--- config.mk ---
export PLATFORM = sky130hd
export DESIGN_NAME = cartridge_gpio_serial_rtc_flat
export DESIGN_NICKNAME = d
export VERILOG_FILES = /design/src/design/cgsr_pkg.sv /design/src/design/cgsr_if.sv /design/src/design/cartridge_gpio_serial_rtc.sv /design/src/flat_wrapper.sv
export VERILOG_INCLUDE_DIRS = /design/src /design/src/design
export SDC_FILE = /design/constraint.sdc
export NUM_CORES = 1
export LEC_CHECK = 0
export BUFFER_PORTS_ARGS = -buffer_cell sky130_fd_sc_hd__buf_4
export CAP_MARGIN = 20
export CELL_PAD_IN_SITES_DETAIL_PLACEMENT = 2
export CELL_PAD_IN_SITES_GLOBAL_PLACEMENT = 2
export CORE_UTILIZATION = 35
export DETAILED_ROUTE_END_ITERATION = 8
export GPL_TIMING_DRIVEN = 0
export PLACE_DENSITY_LB_ADDON = 0.1
export SLEW_MARGIN = 20
export SYNTH_ARGS = -nofsm -noshare
export SYNTH_HDL_FRONTEND = slang
export SYNTH_SLANG_ARGS = --single-unit
export TNS_END_PERCENT = 20
--- constraint.sdc ---
create_clock -name clk -period 4.6 [get_ports clk]
set_input_delay 0.92 -clock clk [delete_from_list [all_inputs] [get_ports clk]]
set_output_delay 0.92 -clock clk [all_outputs]
set_load 0.01 [all_outputs]
--- src/design/cartridge_gpio_serial_rtc_macros.svh ---
`ifndef CARTRIDGE_GPIO_SERIAL_RTC_MACROS_SVH
`define CARTRIDGE_GPIO_SERIAL_RTC_MACROS_SVH

// Both macros expect clk and rst_n in the scope where they are used.

// The property must hold at every clock edge outside reset.
`define CGSR_ASSERT(label, prop, msg) \
  label: assert property (@(posedge clk) disable iff (!rst_n) (prop)) else $error(msg);

// The condition must never be true outside reset.
`define CGSR_ASSERT_NEVER(label, cond, msg) \
  label: assert property (@(posedge clk) disable iff (!rst_n) !(cond)) else $error(msg);

`endif

--- src/design/cgsr_pkg.sv ---
`timescale 1ns / 1ps

package cgsr_pkg;

  // GPIO register offsets.
  localparam logic [7:0] OFF_DATA      = 8'hc4;
  localparam logic [7:0] OFF_DIRECTION = 8'hc6;
  localparam logic [7:0] OFF_CONTROL   = 8'hc8;

  // Pin positions within the 4-bit GPIO port.
  localparam int PIN_SCK = 0;
  localparam int PIN_SIO = 1;
  localparam int PIN_CS  = 2;

  // Serial clock commands.
  localparam logic [7:0] CMD_IDLE         = 8'h00;
  localparam logic [7:0] CMD_RESET_A      = 8'h60;
  localparam logic [7:0] CMD_RESET_B      = 8'h61;
  localparam logic [7:0] CMD_WR_STATUS    = 8'h62;
  localparam logic [7:0] CMD_RD_STATUS    = 8'h63;
  localparam logic [7:0] CMD_WR_DATE_TIME = 8'h64;
  localparam logic [7:0] CMD_RD_DATE_TIME = 8'h65;
  localparam logic [7:0] CMD_WR_TIME      = 8'h66;
  localparam logic [7:0] CMD_RD_TIME      = 8'h67;

  // Payload bit counts of the write commands.
  localparam logic [5:0] LEN_STATUS    = 6'd8;
  localparam logic [5:0] LEN_DATE_TIME = 6'd56;
  localparam logic [5:0] LEN_TIME      = 6'd24;
  localparam logic [5:0] COUNT_MAX     = 6'd63;

  localparam logic [7:0] STATUS_RESET = 8'h40;

  typedef struct packed {
    logic        action;
    logic [7:0]  offset;
    logic [15:0] write_value;
    logic [6:0]  year;
    logic [3:0]  month;
    logic [4:0]  day;
    logic [2:0]  weekday;
    logic [4:0]  hour;
    logic [5:0]  minute;
    logic [5:0]  second;
  } access_t;

  // Tens through a reciprocal multiply, exact for every 7-bit value.
  function automatic logic [7:0] to_bcd(input logic [6:0] v);
    logic [14:0] prod;
    logic [3:0]  tens;
    logic [6:0]  ones;
    prod = 15'(v) * 15'd205;
    tens = prod[14:11];
    ones = v - 7'(tens) * 7'd10;
    return {tens, ones[3:0]};
  endfunction

  // Replies leave LSB first, so each byte is stored reversed.
  function automatic logic [7:0] bit_rev(input logic [7:0] b);
    logic [7:0] r;
    for (int i = 0; i < 8; i++) begin
      r[i] = b[7 - i];
    end
    return r;
  endfunction

endpackage

--- src/design/cgsr_if.sv ---
`timescale 1ns / 1ps

interface cgsr_in_if;
  logic        valid;
  logic        ready;
  logic        action;
  logic [7:0]  offset;
  logic [15:0] write_value;
  logic [6:0]  year;
  logic [3:0]  month;
  logic [4:0]  day;
  logic [2:0]  weekday;
  logic [4:0]  hour;
  logic [5:0]  minute;
  logic [5:0]  second;

  modport source(output valid, action, offset, write_value, year, month, day,
                 weekday, hour, minute, second, input ready);
  modport sink(input valid, action, offset, write_value, year, month, day,
               weekday, hour, minute, second, output ready);
endinterface

interface cgsr_out_if;
  logic        valid;
  logic        ready;
  logic [15:0] read_data;

  modport source(output valid, read_data, input ready);
  modport sink(input valid, read_data, output ready);
endinterface

interface cgsr_cfg_if;
  logic       valid;
  logic       ready;
  logic [7:0] status_byte;

  modport source(output valid, status_byte, input ready);
  modport sink(input valid, status_byte, output ready);
endinterface

--- src/design/cartridge_gpio_serial_rtc.sv ---
`timescale 1ns / 1ps
// An access reaches the result side through the input register and then the result register.
// Throughput: one access per cycle while results are taken; the only loop is the GPIO/serial
// state update.
// A stalled result lets one more access into the input register, then input stops.
// Reset (synchronous, active low) clears all GPIO and serial state and sets the status byte to 0x40.
`include "cartridge_gpio_serial_rtc_macros.svh"

module cartridge_gpio_serial_rtc (
  input  logic        clk,
  input  logic        rst_n,
  cgsr_in_if.sink     in_ch,
  cgsr_out_if.source  out_ch,
  cgsr_cfg_if.sink    cfg_ch
);
  import cgsr_pkg::*;

  logic        stage_valid_r, stage_valid_nxt;
  access_t     stage_r;
  logic        out_valid_r, out_valid_nxt;
  logic [15:0] read_data_r, read_data_nxt;
  logic        in_xfer, fire;

  logic [7:0]  status_byte_r;
  logic [3:0]  pin_data_r, pin_data_nxt;
  logic [3:0]  pin_direction_r, pin_direction_nxt;
  logic        reads_on_r, reads_on_nxt;
  logic [7:0]  command_r, command_nxt;
  logic [7:0]  write_shift_r, write_shift_nxt;
  logic [5:0]  write_count_r, write_count_nxt;
  logic [55:0] reply_shift_r, reply_shift_nxt;
  logic [5:0]  reply_count_r, reply_count_nxt;

  assign fire         = stage_valid_r && (!out_valid_r || out_ch.ready);
  assign in_ch.ready  = !stage_valid_r || fire;
  assign in_xfer      = in_ch.valid && in_ch.ready;
  assign out_ch.valid = out_valid_r;
  assign out_ch.read_data = read_data_r;
  assign cfg_ch.ready = 1'b1;

  always_comb begin
    stage_valid_nxt = stage_valid_r;
    if (in_xfer) begin
      stage_valid_nxt = 1'b1;
    end else if (fire) begin
      stage_valid_nxt = 1'b0;
    end
    out_valid_nxt = out_valid_r;
    if (fire) begin
      out_valid_nxt = 1'b1;
    end else if (out_ch.ready) begin
      out_valid_nxt = 1'b0;
    end
  end

  always_comb begin : access_logic
    logic [3:0] pd;
    logic       sbit;
    logic [7:0] ws;
    logic [5:0] wc;
    logic [5:0] need;
    logic [5:0] rc_dec;

    pin_data_nxt      = pin_data_r;
    pin_direction_nxt = pin_direction_r;
    reads_on_nxt      = reads_on_r;
    command_nxt       = command_r;
    write_shift_nxt   = write_shift_r;
    write_count_nxt   = write_count_r;
    reply_shift_nxt   = reply_shift_r;
    reply_count_nxt   = reply_count_r;
    read_data_nxt     = read_data_r;
    pd     = stage_r.write_value[3:0];
    sbit   = pd[PIN_SIO];
    ws     = {write_shift_r[6:0], sbit};
    wc     = (write_count_r == COUNT_MAX) ? COUNT_MAX : write_count_r + 6'd1;
    rc_dec = reply_count_r - 6'd1;
    need   = '0;

    if (fire) begin
      read_data_nxt = '0;
      if (!stage_r.action) begin
        if (reads_on_r) begin
          case (stage_r.offset)
            OFF_DATA:      read_data_nxt = {12'b0, pin_data_r};
            OFF_DIRECTION: read_data_nxt = {12'b0, pin_direction_r};
            OFF_CONTROL:   read_data_nxt = {15'b0, reads_on_r};
            default:       read_data_nxt = '0;
          endcase
        end
      end else begin
        case (stage_r.offset)
          OFF_DATA: begin
            pin_data_nxt = pd;
            // A serial bit moves on a rising clock with chip select high.
            if (pd[PIN_CS] && pd[PIN_SCK] && !pin_data_r[PIN_SCK]) begin
              if (pin_direction_r[PIN_SIO]) begin
                write_shift_nxt = ws;
                write_count_nxt = wc;
                if (command_r == CMD_IDLE) begin
                  if (wc >= 6'd8) begin
                    write_shift_nxt = '0;
                    write_count_nxt = '0;
                    reply_shift_nxt = '0;
                    reply_count_nxt = '0;
                    command_nxt     = CMD_IDLE;
                    case (ws)
                      CMD_RESET_A, CMD_RESET_B: command_nxt = CMD_IDLE;
                      CMD_RD_STATUS: begin
                        reply_shift_nxt = {48'b0, bit_rev(status_byte_r)};
                        reply_count_nxt = 6'd8;
                      end
                      CMD_RD_DATE_TIME: begin
                        reply_shift_nxt = {bit_rev(to_bcd(stage_r.year)),
                                           bit_rev(to_bcd({3'b0, stage_r.month})),
                                           bit_rev(to_bcd({2'b0, stage_r.day})),
                                           bit_rev(to_bcd({4'b0, stage_r.weekday})),
                                           bit_rev(to_bcd({2'b0, stage_r.hour})),
                                           bit_rev(to_bcd({1'b0, stage_r.minute})),
                                           bit_rev(to_bcd({1'b0, stage_r.second}))};
                        reply_count_nxt = 6'd56;
                      end
                      CMD_RD_TIME: begin
                        reply_shift_nxt = {32'b0,
                                           bit_rev(to_bcd({2'b0, stage_r.hour})),
                                           bit_rev(to_bcd({1'b0, stage_r.minute})),
                                           bit_rev(to_bcd({1'b0, stage_r.second}))};
                        reply_count_nxt = 6'd24;
                      end
                      // Write commands wait for payload; an unknown one stays forever.
                      default: command_nxt = ws;
                    endcase
                  end
                end else begin
                  case (command_r)
                    CMD_WR_STATUS:    need = LEN_STATUS;
                    CMD_WR_DATE_TIME: need = LEN_DATE_TIME;
                    CMD_WR_TIME:      need = LEN_TIME;
                    default:          need = '0;
                  endcase
                  if (need != '0 && wc >= need) begin
                    command_nxt     = CMD_IDLE;
                    write_shift_nxt = '0;
                    write_count_nxt = '0;
                  end
                end
              end else if (reply_count_r != '0) begin
                reply_count_nxt       = rc_dec;
                pin_data_nxt[PIN_SIO] = reply_shift_r[rc_dec];
              end else begin
                pin_data_nxt[PIN_SIO] = 1'b0;
              end
            end
          end
          OFF_DIRECTION: pin_direction_nxt = stage_r.write_value[3:0];
          OFF_CONTROL:   reads_on_nxt = stage_r.write_value[0];
          default:       read_data_nxt = '0;
        endcase
      end
    end
  end

  always_ff @(posedge clk) begin
    if (!rst_n) begin
      stage_valid_r   <= 1'b0;
      out_valid_r     <= 1'b0;
      status_byte_r   <= STATUS_RESET;
      pin_data_r      <= '0;
      pin_direction_r <= '0;
      reads_on_r      <= 1'b0;
      command_r       <= CMD_IDLE;
      write_shift_r   <= '0;
      write_count_r   <= '0;
      reply_shift_r   <= '0;
      reply_count_r   <= '0;
    end else begin
      stage_valid_r   <= stage_valid_nxt;
      out_valid_r     <= out_valid_nxt;
      pin_data_r      <= pin_data_nxt;
      pin_direction_r <= pin_direction_nxt;
      reads_on_r      <= reads_on_nxt;
      command_r       <= command_nxt;
      write_shift_r   <= write_shift_nxt;
      write_count_r   <= write_count_nxt;
      reply_shift_r   <= reply_shift_nxt;
      reply_count_r   <= reply_count_nxt;
      if (cfg_ch.valid) begin
        status_byte_r <= cfg_ch.status_byte;
      end
    end
  end

  always_ff @(posedge clk) begin
    if (in_xfer) begin
      stage_r <= '{action: in_ch.action, offset: in_ch.offset,
                   write_value: in_ch.write_value, year: in_ch.year,
                   month: in_ch.month, day: in_ch.day, weekday: in_ch.weekday,
                   hour: in_ch.hour, minute: in_ch.minute, second: in_ch.second};
    end
    read_data_r <= read_data_nxt;
  end

  // Every accepted access is held in the input register on the next cycle.
  `CGSR_ASSERT(a_in_captured, in_xfer |=> stage_valid_r, "accepted access was lost")

  // A reply never holds more than seven bytes.
  `CGSR_ASSERT_NEVER(a_reply_bound, reply_count_r > 6'd56, "reply count overflow")

  // Commands that finish at decode never remain pending.
  `CGSR_ASSERT_NEVER(a_no_stuck_read,
      command_r == CMD_RD_STATUS || command_r == CMD_RD_DATE_TIME ||
      command_r == CMD_RD_TIME || command_r == CMD_RESET_A || command_r == CMD_RESET_B,
      "completed command left pending")

  // While idle the collector never holds a full command byte.
  `CGSR_ASSERT(a_idle_count, (command_r == CMD_IDLE) |-> (write_count_r < 6'd8),
      "idle collector holds a full byte")

endmodule

--- src/flat_wrapper.sv ---
// flat-port wrapper written by rule: the top's interface ports become plain ports
module cartridge_gpio_serial_rtc_flat import cgsr_pkg::*;
  (clk, rst_n, in_ch_valid, in_ch_action, in_ch_offset, in_ch_write_value, in_ch_year, in_ch_month, in_ch_day, in_ch_weekday, in_ch_hour, in_ch_minute, in_ch_second, in_ch_ready, out_ch_valid, out_ch_read_data, out_ch_ready, cfg_ch_valid, cfg_ch_status_byte, cfg_ch_ready);
  cgsr_in_if in_ch_i ();
  cgsr_out_if out_ch_i ();
  cgsr_cfg_if cfg_ch_i ();
  input  logic clk;
  input  logic rst_n;
  input wire logic [$bits(in_ch_i.valid)-1:0] in_ch_valid;
  input wire logic [$bits(in_ch_i.action)-1:0] in_ch_action;
  input wire logic [$bits(in_ch_i.offset)-1:0] in_ch_offset;
  input wire logic [$bits(in_ch_i.write_value)-1:0] in_ch_write_value;
  input wire logic [$bits(in_ch_i.year)-1:0] in_ch_year;
  input wire logic [$bits(in_ch_i.month)-1:0] in_ch_month;
  input wire logic [$bits(in_ch_i.day)-1:0] in_ch_day;
  input wire logic [$bits(in_ch_i.weekday)-1:0] in_ch_weekday;
  input wire logic [$bits(in_ch_i.hour)-1:0] in_ch_hour;
  input wire logic [$bits(in_ch_i.minute)-1:0] in_ch_minute;
  input wire logic [$bits(in_ch_i.second)-1:0] in_ch_second;
  output wire logic [$bits(in_ch_i.ready)-1:0] in_ch_ready;
  output wire logic [$bits(out_ch_i.valid)-1:0] out_ch_valid;
  output wire logic [$bits(out_ch_i.read_data)-1:0] out_ch_read_data;
  input wire logic [$bits(out_ch_i.ready)-1:0] out_ch_ready;
  input wire logic [$bits(cfg_ch_i.valid)-1:0] cfg_ch_valid;
  input wire logic [$bits(cfg_ch_i.status_byte)-1:0] cfg_ch_status_byte;
  output wire logic [$bits(cfg_ch_i.ready)-1:0] cfg_ch_ready;
  assign in_ch_i.valid = in_ch_valid;
  assign in_ch_i.action = in_ch_action;
  assign in_ch_i.offset = in_ch_offset;
  assign in_ch_i.write_value = in_ch_write_value;
  assign in_ch_i.year = in_ch_year;
  assign in_ch_i.month = in_ch_month;
  assign in_ch_i.day = in_ch_day;
  assign in_ch_i.weekday = in_ch_weekday;
  assign in_ch_i.hour = in_ch_hour;
  assign in_ch_i.minute = in_ch_minute;
  assign in_ch_i.second = in_ch_second;
  assign in_ch_ready = in_ch_i.ready;
  assign out_ch_valid = out_ch_i.valid;
  assign out_ch_read_data = out_ch_i.read_data;
  assign out_ch_i.ready = out_ch_ready;
  assign cfg_ch_i.valid = cfg_ch_valid;
  assign cfg_ch_i.status_byte = cfg_ch_status_byte;
  assign cfg_ch_ready = cfg_ch_i.ready;
  cartridge_gpio_serial_rtc u_core (.clk(clk), .rst_n(rst_n), .in_ch(in_ch_i), .out_ch(out_ch_i), .cfg_ch(cfg_ch_i));
endmodule
=== Word-level counts from Yosys, hierarchy flattened ===
Cells that the tools add are included.

* Bits in registers: 167
* Input port bits: 74
* Output and inout bits: 19
* Logic and storage cells: 121

* Add/sub/neg operators: 8
* $mul: 12
* $lt $le $gt $ge: 3
* Eq/ne operators: 15
* Multiplexer cells: 34
* Bitwise gates (word level): 1
* Reduce and logical (&&, ||, !) cells: 26

{| class="wikitable"
|+ Operator list
! operator !! count
|-
| case mux 56 bit (3 select lines) || 1
|-
| two-way mux 6 bit || 14
|-
| == test 8 x 7 -> 1 bit (second input constant) || 8
|-
| case mux 6 bit (3 select lines) || 2
|-
| two-way mux 8 bit || 4
|-
| multiplier 6 x 8 -> 14 bit (second input constant) || 2
|-
| multiplier 5 x 8 -> 13 bit (second input constant) || 2
|-
| == test 8 bit (second input constant) || 3
|-
| subtractor 4 bit || 6
|-
| two-way mux 7 bit || 3
|-
| AND reduction 7 bit || 3
|-
| multiplier 7 x 8 -> 15 bit (second input constant) || 1
|-
| multiplier 4 x 8 -> 12 bit (second input constant) || 1
|-
| case mux 4 bit (3 select lines) || 1
|-
| nonzero test 6 bit || 2
|-
| AND reduction 3 bit || 3
|-
| logical NOT 8 bit || 1
|-
| two-way mux 1 bit || 8
|-
| nonzero test 2 bit || 4
|-
| < comparator 6 x 7 -> 1 bit (second input constant) || 1
|-
| adder 6 x 1 -> 6 bit (second input constant) || 1
|-
| binary-select mux 1 bit (select 6 bit) || 1
|-
| == test 6 bit (second input constant) || 1
|-
| greater-or-equal comparator 6 x 4 -> 1 bit (second input constant) || 1
|-
| other kinds (14) || 25
|}

=== Longest topological paths before layout ===
* Depth in word-level cells: 12
* Gate-level depth with buffers: 20
* Gate-level depth less buffers: 20

=== Least setup slack after synthesis ===
OpenSTA, ideal clock, no wires.

* Path kind: flip-flop to flip-flop
* From: register u_core.stage_r[33] in the netlist's numbering
* To: register u_core.reply_shift_r[52]
* Setup time: 117 ps
* Data arrival time: 4200 ps
* Required time: 4483 ps
* Slack: 283 ps
* Cell stages (with the launch flop): 20
* Buffers on the path: 0
* Period minus slack after synthesis: 4317 ps
* Cells stage by stage: edfxtp_1 ha_1 ha_1 fa_1 inv_1 fa_1 inv_1 ha_1 nand2_1 nor2_1 o21ai_0 nand2_1 xor2_1 ha_1 fa_1 xnor2_1 xnor2_1 xnor2_1 xnor2_1 a22o_1

* Word-level cells in the longest chain between the ends: 4

{| class="wikitable"
|+ RTL lines
! item !! RTL line !! text
|-
| from (decl) || cartridge_gpio_serial_rtc.sv:19 || <nowiki>access_t stage_r;</nowiki>
|-
| from (signal assigned) || cartridge_gpio_serial_rtc.sv:195 || <nowiki>stage_r <= '{action: in_ch.action, offset: in_ch.offset,</nowiki>
|-
| multiplier 7 x 8 -> 15 bit || cgsr_pkg.sv:52 || <nowiki>prod = 15'(v) * 15'd205;</nowiki>
|-
| multiplier 4 x 3 -> 3 bit || cgsr_pkg.sv:54 || <nowiki>ones = v - 7'(tens) * 7'd10;</nowiki>
|-
| subtractor 4 bit || cgsr_pkg.sv:54 ||
|-
| case mux 56 bit (3 select lines) || cartridge_gpio_serial_rtc.sv:107 || <nowiki>case (ws)</nowiki>
|-
| to (signal assigned) || cartridge_gpio_serial_rtc.sv:185 || <nowiki>reply_shift_r <= reply_shift_nxt;</nowiki>
|-
| to (decl) || cartridge_gpio_serial_rtc.sv:31 || <nowiki>logic [55:0] reply_shift_r, reply_shift_nxt;</nowiki>
|}

Every way passes these cells.
A chain may end at the register's enable or synchronous reset.

=== Final worst setup path ===
Same ends and word-level chain as after synthesis.

==> summary.txt <==
Logic synthesis
  • Post-synth EDFFs: 53
  • Yosys warns: 0
  • Yosys top cell area share: 0.1999
  • Cell count after synthesis: 921
  • Mean area per synthesized cell: 10.33 um2
  • Seq/Total Area, Yosys: 0.3545
  • Post-Syn Area: 9515 um2
  • Synth area leader: ha_1
  • Asr flop ratio synth: 0
  • Predominant post-synthesis flop cell: dfxtp_1
  • Top cells by area, synth: ha_1, dfxtp_1, edfxtp_1, fa_1, inv_1
  • Yosys cell types: 73
  • Yosys reg bits: 142

Timing
  • Slew HR: 0.4890
  • Fin. Hold Viols: 0
  • Final setup fails: 0
  • RSZ-0062 raised after global routing: yes
  • Worst Max-Slew Pin Slew: 0.7602 ns
  • Slew Viols, Final: 0
  • Final worst path period share: 0.9812
  • Clock skew: 0.01164 ns
  • FMAX: 0.2216 GHz
  • Fin Setup TNS: 0 ns
  • Tmin final: 4.514 ns

Pwr
  • Maximum vdd ir drop: 246.4 uV
  • Leak pwr: 4.940 nW
  • Pwr/cell area: 328.9 nW/um2

Detailed routing
  • Detailed Route Iter0 Violations: 202
  • Drt total wl: 26.01 mm
  • Drt pass-1 iters: 4
  • Vias per cell: 5.184
  • Via count: 7138
  • ANT nets after route: 0
  • WL/cell: 18.89 um
  • DRC Markers: 0

Worst setup path
  • WS Path Type: register to register
  • CP required: 4.92 ns
  • CP arrival: 4.84 ns
  • Kind of start point of the critical path: register
  • Worst reg2reg path depth: 20
  • Worst setup path startpoint: u_core.stage_r[33]
  • Crit end category: register
  • Crit Path Max Fanout: 3
  • Reg-to-reg startpoint: u_core.stage_r[33]
  • Reg-to-reg slack, setup: 0.09 ns

Final layout
  • Fraction of layout cells with a size suffix above 1: 0.1747
  • Ant diodes: 0
  • FILL cells: 2811
  • Post-route cell area: 11240 um2
  • Final layout net count: 1284
  • Area grow syn2layout: 18.17%

Hold path
  • Hold Crit Depth: 2
  • Min-delay worst type: register to register
  • Hold Startpoint: u_core.reply_shift_r[20]

CTS
  • Longest Clk Path Bufs: 2
  • Clk sinks: 142
  • Reg clk slew, reported paths: 0.07 ns
  • CTS tree: built
  • Clk_lat worst skew: 0.44 ns
  • Root Buffer: clkbuf_16
  • H-tree levels: 4
  • Total clock buffers created by CTS: 17

Global route
  • First-pass GRT wire length: 42.80 mm
  • Largest net degree at the start of global routing: 34
  • Total GRT Usage: 0.1976
  • Number of global-route vias before repair: 7997
  • Overflow after GRT: 0
  • Initial antenna violation count: 0

Die
  • Die area: 27850 um2
  • IO Pins: 93
  • Die span in x: 166.9 um
  • Area of the core: 26350 um2
  • Starting Density: 0.3611
  • Die Height: 166.9 um
  • # rows: 59

Placed design
  • Gpl congestion: 0.7757
  • Hpwl dp: 19.70 mm
  • Dpl cell area: 10490 um2
  • Port bufs: 66

Status
  • Outcome: finished clean

Flow run
  • Max cap viols: 0
==> cells in the final DEF (no fill, tap or decap), drive strengths merged, types with 16 or more instances in the layout <==
cell,Yosys,final
a21oi,45,45
buf,24,102
clkbuf,19,38
dfxtp,89,89
edfxtp,53,53
fa,29,29
ha,152,152
inv,79,81
mux2i,29,29
nand2,62,62
nand3,19,19
nor2,70,70
nor3,16,16
o21ai,35,35
xnor2,27,27
==> kinds of logic (layout without fill, tap and decap cells) <==
kind of cell | Yosys count | after routing | share of synthesized area
other | 2 | 13 | 0.0007892
DFF | 142 | 142 | 0.3545
and+or+nand+nor | 237 | 237 | 0.1298
xor gates and xnor gates | 41 | 41 | 0.03774
adders and majority gates | 181 | 181 | 0.2609
AOI/OAI and AO/OA | 158 | 158 | 0.1099
muxes | 38 | 38 | 0.05102
buffers and inverters | 122 | 232 | 0.05536
==> cells in the mapped netlist, drive strengths merged, types with 13 or more instances <==
cell	count
a21oi	45
a22o	13
buf	24
clkbuf	19
dfxtp	89
edfxtp	53
fa	29
ha	152
inv	79
mux2i	29
nand2	62
nand3	19
nor2	70
nor3	16
o21ai	35
xnor2	27
xor2	14
==> layer usage <==
metal / GRT usage / vias up / wire length (um)
met3: 0.03351 / 13 / 561
met4: 0.04267 / 0 / 204
met2: 0.3522 / 69 / 13460
met1: 0.2485 / 3591 / 11780
met5: 0 / - / 0
li1: - / 3465 / -
==> area by class of cell <==
class	count	area, um2	share of cell area
buffer	43	230.2	0.02047
clock inverter	13	140.1	0.01246
tap	335	419.2	0.03728
multi-input combinational	668	5751	0.5114
inverter	79	296.5	0.02637
sequential	142	3373	0.3000
timing repair buffer	78	601.8	0.05352
clock buffer	19	432.9	0.03850
==> where the power goes <==
part | switching [mW] | total [mW] | internal, mW
logic | 0.495 | 0.936 | 0.441
registers | 0.0368 | 1.38 | 1.34
clock network | 0.586 | 1.39 | 0.800
total | 1.12 | 3.70 | 2.58
==> flip-flops by register name (all words and copies together), names as in the netlist <==
register,count
u_core.out_ch.valid,1
u_core.access_logic.pd,4
u_core.reply_count_r,6
u_core.command_r,8
u_core.write_shift_r,7
u_core.reply_shift_r,43
u_core.pin_direction_r,4
u_core.reads_on_r,1
u_core.status_byte_r,8
u_core.stage_valid_r,1
u_core.out_ch.read_data,4
u_core.stage_r,45
u_core.pin_data_r,4
u_core.write_count_r,6
==> critical path: stages, from the launching register on <==
cell and delay, ns:
edfxtp_1 0.43, buf_4 0.18, ha_4 0.27, ha_4 0.19, fa_1 0.50, inv_1 0.06, fa_1 0.50, inv_1 0.05
ha_1 0.28, nand2_1 0.06, nor2_1 0.05, o21ai_2 0.20, nand2_2 0.12, xor2_1 0.17, ha_2 0.19, fa_2 0.35
xnor2_2 0.15, xnor2_1 0.20, xnor2_1 0.12, xnor2_1 0.13, a22o_1 0.20
==> what timing repair did <==
item | CTS | global route
setup endpoints to repair | 1 | 4
hold buffers | 0 | 0
endpoints found under the hold margin | 0 | 0
gates resized for setup | 6 | 14
pin swaps | 0 | 8
setup buffers | 4 | 7
cloned | 0 | 0
==> path summary, 6_finish.rpt <==
path,end
setup reg to reg,u_core.reply_shift_r[52]
hold reg to reg,u_core.reply_shift_r[20]
setup / recovery,u_core.reply_shift_r[52]
hold / removal,u_core.reply_shift_r[20]
==> per-stage QoR <==
step | power [mW] | setup slack (ns) | std cells | hold WS [ns] | utilization
finish | 3.698 | 0.08637 | 1377 | 0.4592 | 0.4267
global route | 3.929 | -0.1849 | 1377 | 0.4898 | 0.4267
CTS | 3.717 | 0.01597 | 1370 | 0.4600 | 0.4221
detailed placement | 2.292 | -0.2082 | 1334 | 0.4448 | 0.3982
global placement | 2.243 | -0.1046 | 1333 | 0.4369 | 0.3973
floorplan | 2.016 | 0.2832 | 932 | 0.4199 | -
No activity file was read; power rests on OpenSTA's default activity.
